==> config.mk <==
export PLATFORM = sky130hd
export DESIGN_NAME = sha256_stream_hasher
export DESIGN_NICKNAME = d
export VERILOG_FILES = /design/src/hw/rtl/sha256_pkg.sv /design/src/hw/rtl/sha256_datapath.sv /design/src/hw/rtl/sha256_ctrl.sv /design/src/hw/rtl/sha256_stream_hasher.sv
export SDC_FILE = /design/constraint.sdc
export NUM_CORES = 2
export LEC_CHECK = 0
export CORE_MARGIN = 2
export CORE_UTILIZATION = 65
export CTS_BUF_LIST = sky130_fd_sc_hd__clkbuf_4 sky130_fd_sc_hd__clkbuf_8 sky130_fd_sc_hd__clkbuf_16
export CTS_CLUSTER_SIZE = 30
export DETAILED_ROUTE_END_ITERATION = 6
export DONT_BUFFER_PORTS = 1
export PLACE_DENSITY = 0.81
export SLEW_MARGIN = 15
export SYNTH_ARGS = -nofsm -noshare
export SYNTH_HDL_FRONTEND = slang
export SYNTH_HIERARCHICAL = 1
export SYNTH_SLANG_ARGS = --single-unit
export TNS_END_PERCENT = 30
==> constraint.sdc <==
create_clock -name clk_i -period 15.45 [get_ports clk_i]
set_input_delay 0.7725 -clock clk_i [delete_from_list [all_inputs] [get_ports clk_i]]
set_output_delay 0.7725 -clock clk_i [all_outputs]
set_load 0.02 [all_outputs]
==> src/hw/rtl/sha256_pkg.sv <==
`timescale 1ns / 1ps
// ----------------------------------------------------------------------------
// SHA-256 package
// Shared constants, command and status structs, and round functions.
// ----------------------------------------------------------------------------
package sha256_pkg;

  localparam int unsigned BlockBytes = 64;
  localparam int unsigned LengthPos  = 56;
  localparam int unsigned Rounds     = 64;

  localparam logic [7:0] PadByte = 8'h80;

  localparam logic [255:0] InitHash = {
    32'h5be0cd19, 32'h1f83d9ab, 32'h9b05688c, 32'h510e527f,
    32'ha54ff53a, 32'h3c6ef372, 32'hbb67ae85, 32'h6a09e667
  };

  // Datapath commands issued by the controller.
  typedef struct packed {
    logic       load_byte;   // write in_byte at fill position, advance count
    logic       load_pad;    // write pad byte at fill position
    logic       load_zero;   // write zero at fill position
    logic       load_len;    // write length byte (63 - len_idx) at fill position
    logic [2:0] len_idx;
    logic       fill_clr;    // restart fill position
    logic       comp_start;  // copy block to window, chain to working vars
    logic       round;       // run one round
    logic       comp_done;   // add working vars to chain
    logic       reinit;      // return to reset values
  } cmd_t;

  typedef struct packed {
    logic [5:0] fill;
    logic [5:0] rnd;
  } stat_t;

  function automatic logic [31:0] k_const(input logic [5:0] idx);
    logic [31:0] k [64];
    k = '{
      32'h428a2f98, 32'h71374491, 32'hb5c0fbcf, 32'he9b5dba5, 32'h3956c25b, 32'h59f111f1,
      32'h923f82a4, 32'hab1c5ed5, 32'hd807aa98, 32'h12835b01, 32'h243185be, 32'h550c7dc3,
      32'h72be5d74, 32'h80deb1fe, 32'h9bdc06a7, 32'hc19bf174, 32'he49b69c1, 32'hefbe4786,
      32'h0fc19dc6, 32'h240ca1cc, 32'h2de92c6f, 32'h4a7484aa, 32'h5cb0a9dc, 32'h76f988da,
      32'h983e5152, 32'ha831c66d, 32'hb00327c8, 32'hbf597fc7, 32'hc6e00bf3, 32'hd5a79147,
      32'h06ca6351, 32'h14292967, 32'h27b70a85, 32'h2e1b2138, 32'h4d2c6dfc, 32'h53380d13,
      32'h650a7354, 32'h766a0abb, 32'h81c2c92e, 32'h92722c85, 32'ha2bfe8a1, 32'ha81a664b,
      32'hc24b8b70, 32'hc76c51a3, 32'hd192e819, 32'hd6990624, 32'hf40e3585, 32'h106aa070,
      32'h19a4c116, 32'h1e376c08, 32'h2748774c, 32'h34b0bcb5, 32'h391c0cb3, 32'h4ed8aa4a,
      32'h5b9cca4f, 32'h682e6ff3, 32'h748f82ee, 32'h78a5636f, 32'h84c87814, 32'h8cc70208,
      32'h90befffa, 32'ha4506ceb, 32'hbef9a3f7, 32'hc67178f2
    };
    return k[idx];
  endfunction

  function automatic logic [31:0] ror(input logic [31:0] x, input int unsigned n);
    return (x >> n) | (x << (32 - n));
  endfunction

endpackage

==> src/hw/rtl/sha256_datapath.sv <==
`timescale 1ns / 1ps
// ----------------------------------------------------------------------------
// SHA-256 datapath
// Block buffer, length counter, message schedule, round unit and chain words.
// ----------------------------------------------------------------------------
module sha256_datapath (
  input  logic               clk_i,
  input  logic               rst_ni,
  input  sha256_pkg::cmd_t   cmd_i,
  input  logic [7:0]         in_byte_i,
  output sha256_pkg::stat_t  stat_o,
  output logic [255:0]       chain_o
);

  logic [511:0] buf_q;
  logic [5:0]   fill_q, fill_d;
  logic [63:0]  total_q, total_d;
  logic [5:0]   rnd_q, rnd_d;
  logic [31:0]  win_q [16];
  logic [31:0]  v_q [8];
  logic [255:0] chain_q, chain_d;
  logic [63:0]  bits;
  logic [7:0]   wr_byte;
  logic         wr_en;
  logic [31:0]  w, s0, s1, t1, t2, w15, w2;

  assign bits = {total_q[60:0], 3'b000};

  always_comb begin
    wr_en   = cmd_i.load_byte | cmd_i.load_pad | cmd_i.load_zero | cmd_i.load_len;
    wr_byte = 8'h00;
    if (cmd_i.load_byte) begin
      wr_byte = in_byte_i;
    end else if (cmd_i.load_pad) begin
      wr_byte = sha256_pkg::PadByte;
    end else if (cmd_i.load_len) begin
      wr_byte = bits[{cmd_i.len_idx, 3'b000} +: 8];
    end
  end

  // Every block gets exactly 64 writes, so bytes shift in from the low end and
  // the first byte of the block ends up in the top bits.
  always_ff @(posedge clk_i) begin
    if (wr_en) begin
      buf_q <= {buf_q[503:0], wr_byte};
    end
  end

  always_comb begin
    fill_d  = fill_q;
    total_d = total_q;
    if (wr_en) begin
      fill_d = fill_q + 6'd1;
    end
    if (cmd_i.load_byte) begin
      total_d = total_q + 64'd1;
    end
    if (cmd_i.fill_clr) begin
      fill_d = '0;
    end
    if (cmd_i.reinit) begin
      fill_d  = '0;
      total_d = '0;
    end
  end

  // Rolling schedule: window slot 0 always holds the word for this round.
  assign w15 = win_q[1];
  assign w2  = win_q[14];
  assign s0  = sha256_pkg::ror(w15, 7) ^ sha256_pkg::ror(w15, 18) ^ (w15 >> 3);
  assign s1  = sha256_pkg::ror(w2, 17) ^ sha256_pkg::ror(w2, 19) ^ (w2 >> 10);
  assign w   = win_q[0];
  assign t1  = v_q[7] + (sha256_pkg::ror(v_q[4], 6) ^ sha256_pkg::ror(v_q[4], 11)
             ^ sha256_pkg::ror(v_q[4], 25)) + ((v_q[4] & v_q[5]) ^ (~v_q[4] & v_q[6]))
             + sha256_pkg::k_const(rnd_q) + w;
  assign t2  = (sha256_pkg::ror(v_q[0], 2) ^ sha256_pkg::ror(v_q[0], 13)
             ^ sha256_pkg::ror(v_q[0], 22))
             + ((v_q[0] & v_q[1]) ^ (v_q[0] & v_q[2]) ^ (v_q[1] & v_q[2]));

  always_ff @(posedge clk_i) begin
    if (cmd_i.comp_start) begin
      for (int j = 0; j < 16; j++) begin
        win_q[j] <= buf_q[511-32*j -: 32];
      end
      for (int j = 0; j < 8; j++) begin
        v_q[j] <= chain_q[32*j +: 32];
      end
    end else if (cmd_i.round) begin
      for (int j = 0; j < 15; j++) begin
        win_q[j] <= win_q[j+1];
      end
      win_q[15] <= win_q[0] + s0 + win_q[9] + s1;
      v_q[7] <= v_q[6];
      v_q[6] <= v_q[5];
      v_q[5] <= v_q[4];
      v_q[4] <= v_q[3] + t1;
      v_q[3] <= v_q[2];
      v_q[2] <= v_q[1];
      v_q[1] <= v_q[0];
      v_q[0] <= t1 + t2;
    end
  end

  always_comb begin
    rnd_d = rnd_q;
    if (cmd_i.comp_start) begin
      rnd_d = '0;
    end else if (cmd_i.round) begin
      rnd_d = rnd_q + 6'd1;
    end
  end

  always_comb begin
    chain_d = chain_q;
    if (cmd_i.comp_done) begin
      for (int j = 0; j < 8; j++) begin
        chain_d[32*j +: 32] = chain_q[32*j +: 32] + v_q[j];
      end
    end
    if (cmd_i.reinit) begin
      chain_d = sha256_pkg::InitHash;
    end
  end

  always_ff @(posedge clk_i or negedge rst_ni) begin
    if (!rst_ni) begin
      fill_q  <= '0;
      total_q <= '0;
      rnd_q   <= '0;
      chain_q <= sha256_pkg::InitHash;
    end else begin
      fill_q  <= fill_d;
      total_q <= total_d;
      rnd_q   <= rnd_d;
      chain_q <= chain_d;
    end
  end

  assign stat_o.fill = fill_q;
  assign stat_o.rnd  = rnd_q;
  assign chain_o     = chain_q;

endmodule

==> src/hw/rtl/sha256_ctrl.sv <==
`timescale 1ns / 1ps
// ----------------------------------------------------------------------------
// SHA-256 controller
// Sequences byte loads, padding, compression rounds and digest output.
// ----------------------------------------------------------------------------
module sha256_ctrl (
  input  logic               clk_i,
  input  logic               rst_ni,
  input  logic               in_valid_i,
  output logic               in_ready_o,
  input  logic               present_i,
  input  logic               end_i,
  input  logic               out_ready_i,
  output logic               out_valid_o,
  output logic [2:0]         out_idx_o,
  input  sha256_pkg::stat_t  stat_i,
  output sha256_pkg::cmd_t   cmd_o
);

  localparam logic [2:0] StIdle  = 3'd0;
  localparam logic [2:0] StStart = 3'd1;
  localparam logic [2:0] StRound = 3'd2;
  localparam logic [2:0] StAdd   = 3'd3;
  localparam logic [2:0] StPad   = 3'd4;
  localparam logic [2:0] StZero  = 3'd5;
  localparam logic [2:0] StLen   = 3'd6;
  localparam logic [2:0] StOut   = 3'd7;

  logic [2:0] state_q, state_d;
  logic       fin_q, fin_d;    // message is ending
  logic       last_q, last_d;  // block being compressed holds the length
  logic       pend_q, pend_d;  // end request still to be padded after compression
  logic [2:0] cnt_q, cnt_d;
  logic       acc;

  assign acc         = in_valid_i & in_ready_o;
  assign in_ready_o  = (state_q == StIdle);
  assign out_valid_o = (state_q == StOut);
  assign out_idx_o   = cnt_q;

  always_comb begin
    state_d = state_q;
    fin_d   = fin_q;
    last_d  = last_q;
    pend_d  = pend_q;
    cnt_d   = cnt_q;
    cmd_o   = '0;
    unique case (state_q)
      StIdle: begin
        if (acc) begin
          cmd_o.load_byte = present_i;
          if (present_i && stat_i.fill == 6'd63) begin
            state_d = StStart;
            pend_d  = end_i;
            last_d  = 1'b0;
          end else if (end_i) begin
            state_d = StPad;
          end
        end
      end
      StPad: begin
        cmd_o.load_pad = 1'b1;
        pend_d         = 1'b0;
        if (stat_i.fill >= 6'(sha256_pkg::LengthPos)) begin
          // A pad byte in the last slot already completes the block.
          state_d = (stat_i.fill == 6'd63) ? StStart : StZero;
          last_d  = 1'b0;
          fin_d   = 1'b1;
        end else begin
          state_d = (stat_i.fill == 6'(sha256_pkg::LengthPos - 1)) ? StLen : StZero;
          last_d  = 1'b1;
          cnt_d   = 3'd7;
        end
      end
      StZero: begin
        if (last_q) begin
          cmd_o.load_zero = 1'b1;
          if (stat_i.fill == 6'(sha256_pkg::LengthPos - 1)) begin
            state_d = StLen;
            cnt_d   = 3'd7;
          end
        end else begin
          // Pad out a block that has no room for the length.
          cmd_o.load_zero = 1'b1;
          if (stat_i.fill == 6'd63) begin
            state_d = StStart;
          end
        end
      end
      StLen: begin
        cmd_o.load_len = 1'b1;
        cmd_o.len_idx  = cnt_q;
        cnt_d          = cnt_q - 3'd1;
        if (cnt_q == 3'd0) begin
          state_d = StStart;
        end
      end
      StStart: begin
        cmd_o.comp_start = 1'b1;
        state_d          = StRound;
      end
      StRound: begin
        cmd_o.round = 1'b1;
        if (stat_i.rnd == 6'(sha256_pkg::Rounds - 1)) begin
          state_d = StAdd;
        end
      end
      StAdd: begin
        cmd_o.comp_done = 1'b1;
        cnt_d           = 3'd0;
        if (last_q) begin
          state_d = StOut;
        end else if (fin_q) begin
          // Second padding block: zeros up to the length field.
          fin_d   = 1'b0;
          last_d  = 1'b1;
          state_d = StZero;
        end else if (pend_q) begin
          state_d = StPad;
        end else begin
          state_d = StIdle;
        end
      end
      StOut: begin
        if (out_ready_i) begin
          cnt_d = cnt_q + 3'd1;
          if (cnt_q == 3'd7) begin
            cmd_o.reinit = 1'b1;
            last_d       = 1'b0;
            state_d      = StIdle;
          end
        end
      end
      default: state_d = StIdle;
    endcase
  end

  always_ff @(posedge clk_i or negedge rst_ni) begin
    if (!rst_ni) begin
      state_q <= StIdle;
      fin_q   <= 1'b0;
      last_q  <= 1'b0;
      pend_q  <= 1'b0;
      cnt_q   <= '0;
    end else begin
      state_q <= state_d;
      fin_q   <= fin_d;
      last_q  <= last_d;
      pend_q  <= pend_d;
      cnt_q   <= cnt_d;
    end
  end

endmodule

==> src/hw/rtl/sha256_stream_hasher.sv <==
`timescale 1ns / 1ps
// ----------------------------------------------------------------------------
// SHA-256 stream hasher
// Hashes a byte stream and returns the eight digest words per message.
// ----------------------------------------------------------------------------
// Usage: each input item on the s_axis channel carries one optional byte and
// an end flag. Bytes are accepted one per cycle into the 64-byte block buffer;
// when the buffer fills, the block is compressed with one round per cycle
// (load, 64 rounds, chain add), during which s_axis_tready is low. An end item
// pads the message: the pad byte, zeros and length fill the remaining buffer
// bytes, with a second block of zeros and length and a second compression
// when the length does not fit. The digest then appears on m_axis as eight
// items, word 0 first, tlast on word 7; a stalled receiver simply holds the
// current word. After word 7 is taken the block is back in its reset state.
// Throughput is limited by the single round unit: no byte is accepted while a
// block is compressed. Reset loads the initial hash values and clears counts.
// ----------------------------------------------------------------------------
module sha256_stream_hasher (
  input  logic        clk_i,
  input  logic        rst_ni,
  input  logic        s_axis_tvalid,
  output logic        s_axis_tready,
  input  logic [7:0]  s_axis_tdata,   // msg_byte
  input  logic        s_axis_tuser,   // byte_present
  input  logic        s_axis_tlast,   // end_of_message
  output logic        m_axis_tvalid,
  input  logic        m_axis_tready,
  output logic [39:0] m_axis_tdata,   // digest_word[31:0], word_index[34:32], zeros
  output logic        m_axis_tlast    // last_word
);

  sha256_pkg::cmd_t  cmd;
  sha256_pkg::stat_t stat;
  logic [255:0]      chain;
  logic [2:0]        idx;

  sha256_ctrl u_ctrl (
    .clk_i       (clk_i),
    .rst_ni      (rst_ni),
    .in_valid_i  (s_axis_tvalid),
    .in_ready_o  (s_axis_tready),
    .present_i   (s_axis_tuser),
    .end_i       (s_axis_tlast),
    .out_ready_i (m_axis_tready),
    .out_valid_o (m_axis_tvalid),
    .out_idx_o   (idx),
    .stat_i      (stat),
    .cmd_o       (cmd)
  );

  sha256_datapath u_dp (
    .clk_i     (clk_i),
    .rst_ni    (rst_ni),
    .cmd_i     (cmd),
    .in_byte_i (s_axis_tdata),
    .stat_o    (stat),
    .chain_o   (chain)
  );

  assign m_axis_tdata = {5'b0, idx, chain[32*idx +: 32]};
  assign m_axis_tlast = (idx == 3'd7);

  // The input is never taken while a digest is being delivered.
  a_no_in_during_out: assert property (@(posedge clk_i) disable iff (!rst_ni)
    m_axis_tvalid |-> !s_axis_tready) else $error("input ready during output");

  // Word index advances by one after each delivered word.
  a_idx_step: assert property (@(posedge clk_i) disable iff (!rst_ni)
    (m_axis_tvalid && m_axis_tready && !m_axis_tlast) |=>
      (m_axis_tvalid && m_axis_tdata[34:32] == $past(m_axis_tdata[34:32]) + 3'd1))
    else $error("word index skipped");

  // Output begins at word 0.
  a_first_word: assert property (@(posedge clk_i) disable iff (!rst_ni)
    $rose(m_axis_tvalid) |-> m_axis_tdata[34:32] == 3'd0) else $error("bad first word");

endmodule

Yosys cells after proc, flatten, opt, wreduce, memory -nomap -nowiden
Memories as Yosys holds them, arrays and structs flattened.
Cells that the tools add are included.
- $add $sub $neg: 23
- magnitude comparators: 2
- eq/ne operators: 25
- shifts and indexed selects: 2
- mux-type cells: 89
- bitwise operators: 56
- reduce and logical (&&, ||, !) cells: 16
- operators with widths (kind ; number):
    two-way mux 32 bit ; 26
    adder 32 bit ; 18
    two-way mux 256 bit ; 2
    bitwise XOR 32 bit ; 9
    variable part select 256 x 9 -> 32 bit ; 1
    bitwise AND 32 bit ; 5
    two-way mux 64 bit ; 2
    adder 64 x 1 -> 64 bit (second input constant) ; 1
    variable part select 64 x 7 -> 8 bit ; 1
    two-way mux 3 bit ; 19
    NOT 32 bit ; 1
    bitwise OR 10 x 32 -> 32 bit ; 1
    bitwise OR 13 x 32 -> 32 bit ; 1
    bitwise OR 14 x 32 -> 32 bit ; 1
    bitwise OR 15 x 32 -> 32 bit ; 1
    bitwise OR 19 x 32 -> 32 bit ; 1
    bitwise OR 21 x 32 -> 32 bit ; 1
    bitwise OR 25 x 32 -> 32 bit ; 1
    bitwise OR 26 x 32 -> 32 bit ; 1
    bitwise OR 30 x 32 -> 32 bit ; 1
    bitwise OR 7 x 32 -> 32 bit ; 1
    bitwise XOR 32 x 22 -> 32 bit ; 1
    bitwise XOR 32 x 29 -> 32 bit ; 1
    bitwise OR 1 bit ; 27
    other kinds (32) ; 89
- flip-flop bits (word level): 853
- RAM bits: 768
- bits in read-only memories: 2048
- input bits: 14
- output and inout port bits: 43
- word-level logic and storage cells: 226
- memories kept: 3
- memories (memory ; depth ; width ; read ports ; clocked after memory_dff ; wr ports ; RTL line ; source):
    (no name shown) ; 64 ; 32 ; 1 ; 0 ; 0 ; sha256_pkg.sv:53 ; return k[idx];
    u_dp.win_q ; 16 ; 32 ; 16 ; 0 ; 16 ; sha256_datapath.sv:19 ; logic [31:0] win_q [16];
    u_dp.v_q ; 8 ; 32 ; 8 ; 0 ; 8 ; sha256_datapath.sv:20 ; logic [31:0] v_q [8];

Depth between registers and ports, before layout
An unclocked memory read counts as a cell.
- depth after elaboration: 10
- depth in mapped cells: 40

Modules after synthesis
Netlist, hierarchy kept.
- modules (own cells, without submodules) (module ; instances ; cells each ; area each (um^2) ; sequential area each (um^2)):
    sha256_datapath ; 1 ; 8225 ; 88781.4 ; 46839.9
    sha256_stream_hasher ; 1 ; 121 ; 1994.4 ; 0.0
    sha256_ctrl ; 1 ; 111 ; 857.1 ; 225.2

Least setup slack after synthesis
No wires, ideal clock.
- path type: register to register
- start point: reg u_ctrl.state_q[1]
- end point: reg u_dp.fill_q[4]
- arrival time: 12806 ps
- data required time: 15375 ps
- path slack: 2569 ps
- cell stages (with the launch flop): 10
- path through: dfrtp_1 or2_1 nor2_1 and3_1 clkbuf_1 nor4_1 inv_1 nand4_1 xor2_1 nor2_1
- RTL lines (what ; RTL line ; source):
    from (decl) ; sha256_ctrl.sv:29 ; logic [2:0] state_q, state_d;
    from (signal assigned) ; sha256_ctrl.sv:140 ; state_q <= StIdle;
    from (signal assigned) ; sha256_ctrl.sv:146 ; state_q <= state_d;
    to (signal assigned) ; sha256_datapath.sv:132 ; fill_q <= fill_d;
    to (decl) ; sha256_datapath.sv:16 ; logic [5:0] fill_q, fill_d;

==> results.py <==
metrics = {
    "run_status": {
        "status": "finished clean",
    },
    "drt": {
        "vias": 66300,
        "dr.first_iter.drc_count": 8127,
        "drt-pass1-iter-count": 7,
        "wire_per_inst_um": 25.9,
        "wirelength_um": 268000,
        "vias_per_cell": 6.42,
        "drtAntennaViolNets": 0,
        "drcViolationCount": 0,
    },
    "critical_path": {
        "cp_slowest_cell": "a311oi_1",
        "critPathMaxFanout": 19,
        "worstPathArrival_ns": 11.21,
        "crit_required_ns": 16.00,
        "cp_common_cell": "inv_1",
        "crit_type": "reg2reg",
        "cp-end-kind": "register",
        "worst_setup_path_start_kind": "register",
        "slowest_delay_ns": 0.81,
    },
    "layout": {
        "drive_above_1_share_pct": 10.3,
        "final_cell_mix": "nand2_1 (1,949), edfxtp_1 (1,280), nor2_1 (482)",
        "fillCellCount": 9713,
        "fin_area_sq_mm": 0.0991,
        "final_common_cell": "nand2_1",
        "finish.net_count": 8910,
        "diodes": 0,
        "layout-area-overhead-vs-synth_pct": 8.14,
    },
    "clock_tree": {
        "cts_buffer_depth": 3,
        "postCtsResizedCells": 0,
        "cts_tree": "built",
        "cts_inserted_buffers": 166,
        "clk_pin_slew_worst_paths_ns": 0.06,
        "cts_root_buffer": "clkbuf_16",
        "cts.sinks": 1618,
        "clock_latency_ns": 0.83,
        "h-tree-depth": 4,
    },
    "power_and_ir_drop": {
        "pwr-share-comb_pct": 0.3,
        "swShare_pct": 20.5,
        "total_leakage_power_nw": 40.3,
        "internal-power_mw": 7.12,
        "clkPwrFrac_pct": 47.8,
        "vdd_ir_drop_max_v": 0.000147,
        "power_frac_seq_pct": 51.9,
        "power_switching_mw": 1.83,
        "powerDensity_mw_per_mm2": 90.4,
    },
    "synth": {
        "syn_inst": 8457,
        "ys_seq_area_share_pct": 51.4,
        "synth_ff_type": "edfxtp_1",
        "netlist_area_sq_mm": 0.0916,
        "synthDominantCellAreaShare_pct": 41.9,
        "yosysWarningCount": 6,
        "syn_area_per_cell_sq_um": 10.8,
        "yosys.area.top_type": "edfxtp_1",
        "ys_top_cells_by_area": "edfxtp_1 (42%), nand2_1 (8.0%), dfrtp_1 (5.5%)",
        "synthArstFlopShare_pct": 20.9,
        "synth_edf_count": 1280,
        "synth.distinct_cells": 107,
        "synth-seq-cells": 1618,
    },
    "placement": {
        "place_hpwl_um": 183000,
        "placed_cell_area_sq_mm": 0.0931,
        "io_buffers": 0,
        "routabilityCongestion": 0.996,
    },
    "die": {
        "ios": 57,
        "fp.coreArea_sq_mm": 0.140,
        "dieArea_sq_mm": 0.144,
        "die_h_um": 379,
        "start_util_pct": 65.6,
        "row_count": 137,
        "die_w_um": 379,
    },
    "global_route": {
        "grt-ovfl-total": 0,
        "grt_max_degree": 212,
        "grt_pass1_wl_um": 398000,
        "grt_pass1_vias": 63700,
        "antenna_found_initial": 6,
        "grt.total_usage_pct": 37.1,
    },
    "timing": {
        "tns_ns": 0,
        "slew_headroom_pct": 18.9,
        "period_share_pct": 69.0,
        "max_freq_mhz": 93.8,
        "rsz0062_at_grt": "no",
        "fin_skew_ns": 0.0543,
        "tightest_slew_ns": 1.22,
        "fin_crit_ns": 10.66,
        "setup_viol": 0,
        "drv_slew": 0,
        "hold_violations": 0,
    },
    "run": {
        "drv_cap": 0,
    },
    "worst_hold_path": {
        "min_path_type": "in2reg",
    },
}
-- power by group through the flow --
stage	Clock [mW]	Combinational, mW	Sequential, mW
floorplan	0	0.00284	4.74
global placement	0	0.00180	4.74
detailed placement	0	0.00181	4.74
CTS	4.32	0.0283	4.65
global route	4.48	0.0314	4.64
finish	4.28	0.0288	4.65
-- logic make-up (layout without fill, tap and decap cells) --
| kind of cell | after synthesis | in the layout | share of synthesized area, % |
|---|---|---|---|
| AO/OA/AOI/OAI | 1537 | 1537 | 10.5 |
| adder cells (fa/ha/maj) | 591 | 591 | 9.67 |
| buffers and inverters | 738 | 723 | 3.11 |
| multiplexers | 411 | 411 | 6.06 |
| AND/OR/NAND/NOR | 2911 | 2911 | 13.1 |
| other | 2 | 6 | 0.00820 |
| XOR/XNOR | 649 | 649 | 6.20 |
| flip-flops | 1618 | 1618 | 51.4 |
-- cell usage after synthesis, types with 17 or more instances --
cell,count
xnor2_1,420
buf_1,43
a211oi_1,49
o21bai_1,64
a21o_1,197
mux4_2,83
ha_1,392
nand2_1,1949
xor2_1,229
and2_1,20
nor2_1,484
fa_1,196
nor3_1,62
a31oi_1,54
nor2b_1,58
mux2i_1,95
o21ai_0,413
nand2b_1,53
and3_1,40
clkbuf_1,336
mux2_2,223
o211ai_1,37
nand3_1,117
or3_1,31
nand4_1,32
o21a_1,45
edfxtp_1,1280
o31ai_1,38
dfstp_2,136
a21oi_1,433
inv_1,337
and4_1,17
dfrtp_1,202
o21ai_1,38
-- layout make-up --
| cell class | count | area [sq um] | share of cell area (%) |
|---|---|---|---|
| clock buffers | 215 | 4650 | 4.70 |
| clock inverters | 91 | 1170 | 1.18 |
| inverters | 340 | 1290 | 1.30 |
| multi-input cells | 6105 | 41800 | 42.2 |
| flip-flops and latches | 1618 | 47100 | 47.5 |
| well taps | 1876 | 2350 | 2.37 |
| repair buffers | 77 | 773 | 0.780 |
-- metal layers --
| metal | part of all wire [%] | routed length, um | track usage [%] | up-vias |
|---|---|---|---|---|
| met2 | 43 | 116000 | 54.2 | 3716 |
| met5 | 0.060 | 161 | 0.652 | - |
| li1 | - | - | - | 29300 |
| met4 | 4.5 | 12100 | 15.1 | 8 |
| met1 | 40 | 108000 | 53.1 | 32500 |
| met3 | 12 | 31300 | 9.67 | 692 |
-- path summary, 6_finish.rpt --
path                       depth (start not counted)  slack, ns           endpoint             from
max                                               36       4.79    u_dp/v_q[0][31]    u_dp/rnd_q[0]
min                                                2       0.21      u_dp/buf_q[2]  s_axis_tdata[2]
max reg2reg                                       36       4.79    u_dp/v_q[0][31]    u_dp/rnd_q[0]
min reg2reg                                        0       0.42    u_dp/buf_q[489]  u_dp/buf_q[481]
max in group asynchronous                          3      13.64  u_dp/chain_o[223]           rst_ni
min in group asynchronous                          1       0.24  u_dp/chain_o[203]           rst_ni
-- through the flow --
stage / util [%] / cells / setup slack (ns) / hold slack, ns / total power, mW
floorplan: - / 8461 / 2.57 / 0.420 / 4.74
global placement: 66.7 / 10000 / 5.21 / 0.421 / 4.74
detailed placement: 66.7 / 10000 / 5.19 / 0.427 / 4.74
CTS: 70.9 / 10300 / 5.16 / 0.0921 / 8.99
global route: 70.9 / 10300 / 4.21 / 0.181 / 9.15
finish: 70.9 / 10300 / 4.79 / 0.206 / 8.95
-- timing repair --
action                                 in CTS  in global routing
setup endpoints to repair                   0                  0
endpoints found under the hold margin     202                 95
hold buffers                                3                  1
buffers inserted                            0                  0
-- sequential cells by signal (all words and copies together), names as in the netlist, 6 cells and up --
name / cells
u_dp/buf_q: 512
u_dp/chain_o: 256
u_dp/fill_q: 6
u_dp/rnd_q: 6
u_dp/total_q: 61
u_dp/v_q: 256
u_dp/win_q: 512
-- worst max-delay path: cells and delay by family, from the launching register on --
kind	cells	cell delay [ns]
adder cells (fa/ha/maj)	7	2.94
flip-flops	1	0.77
AO/OA/AOI/OAI	15	4.08
AND/OR/NAND/NOR	5	1.27
XOR/XNOR	3	0.55
buffers and inverters	6	0.81
Note: power is estimated with default switching activity, not from simulation.
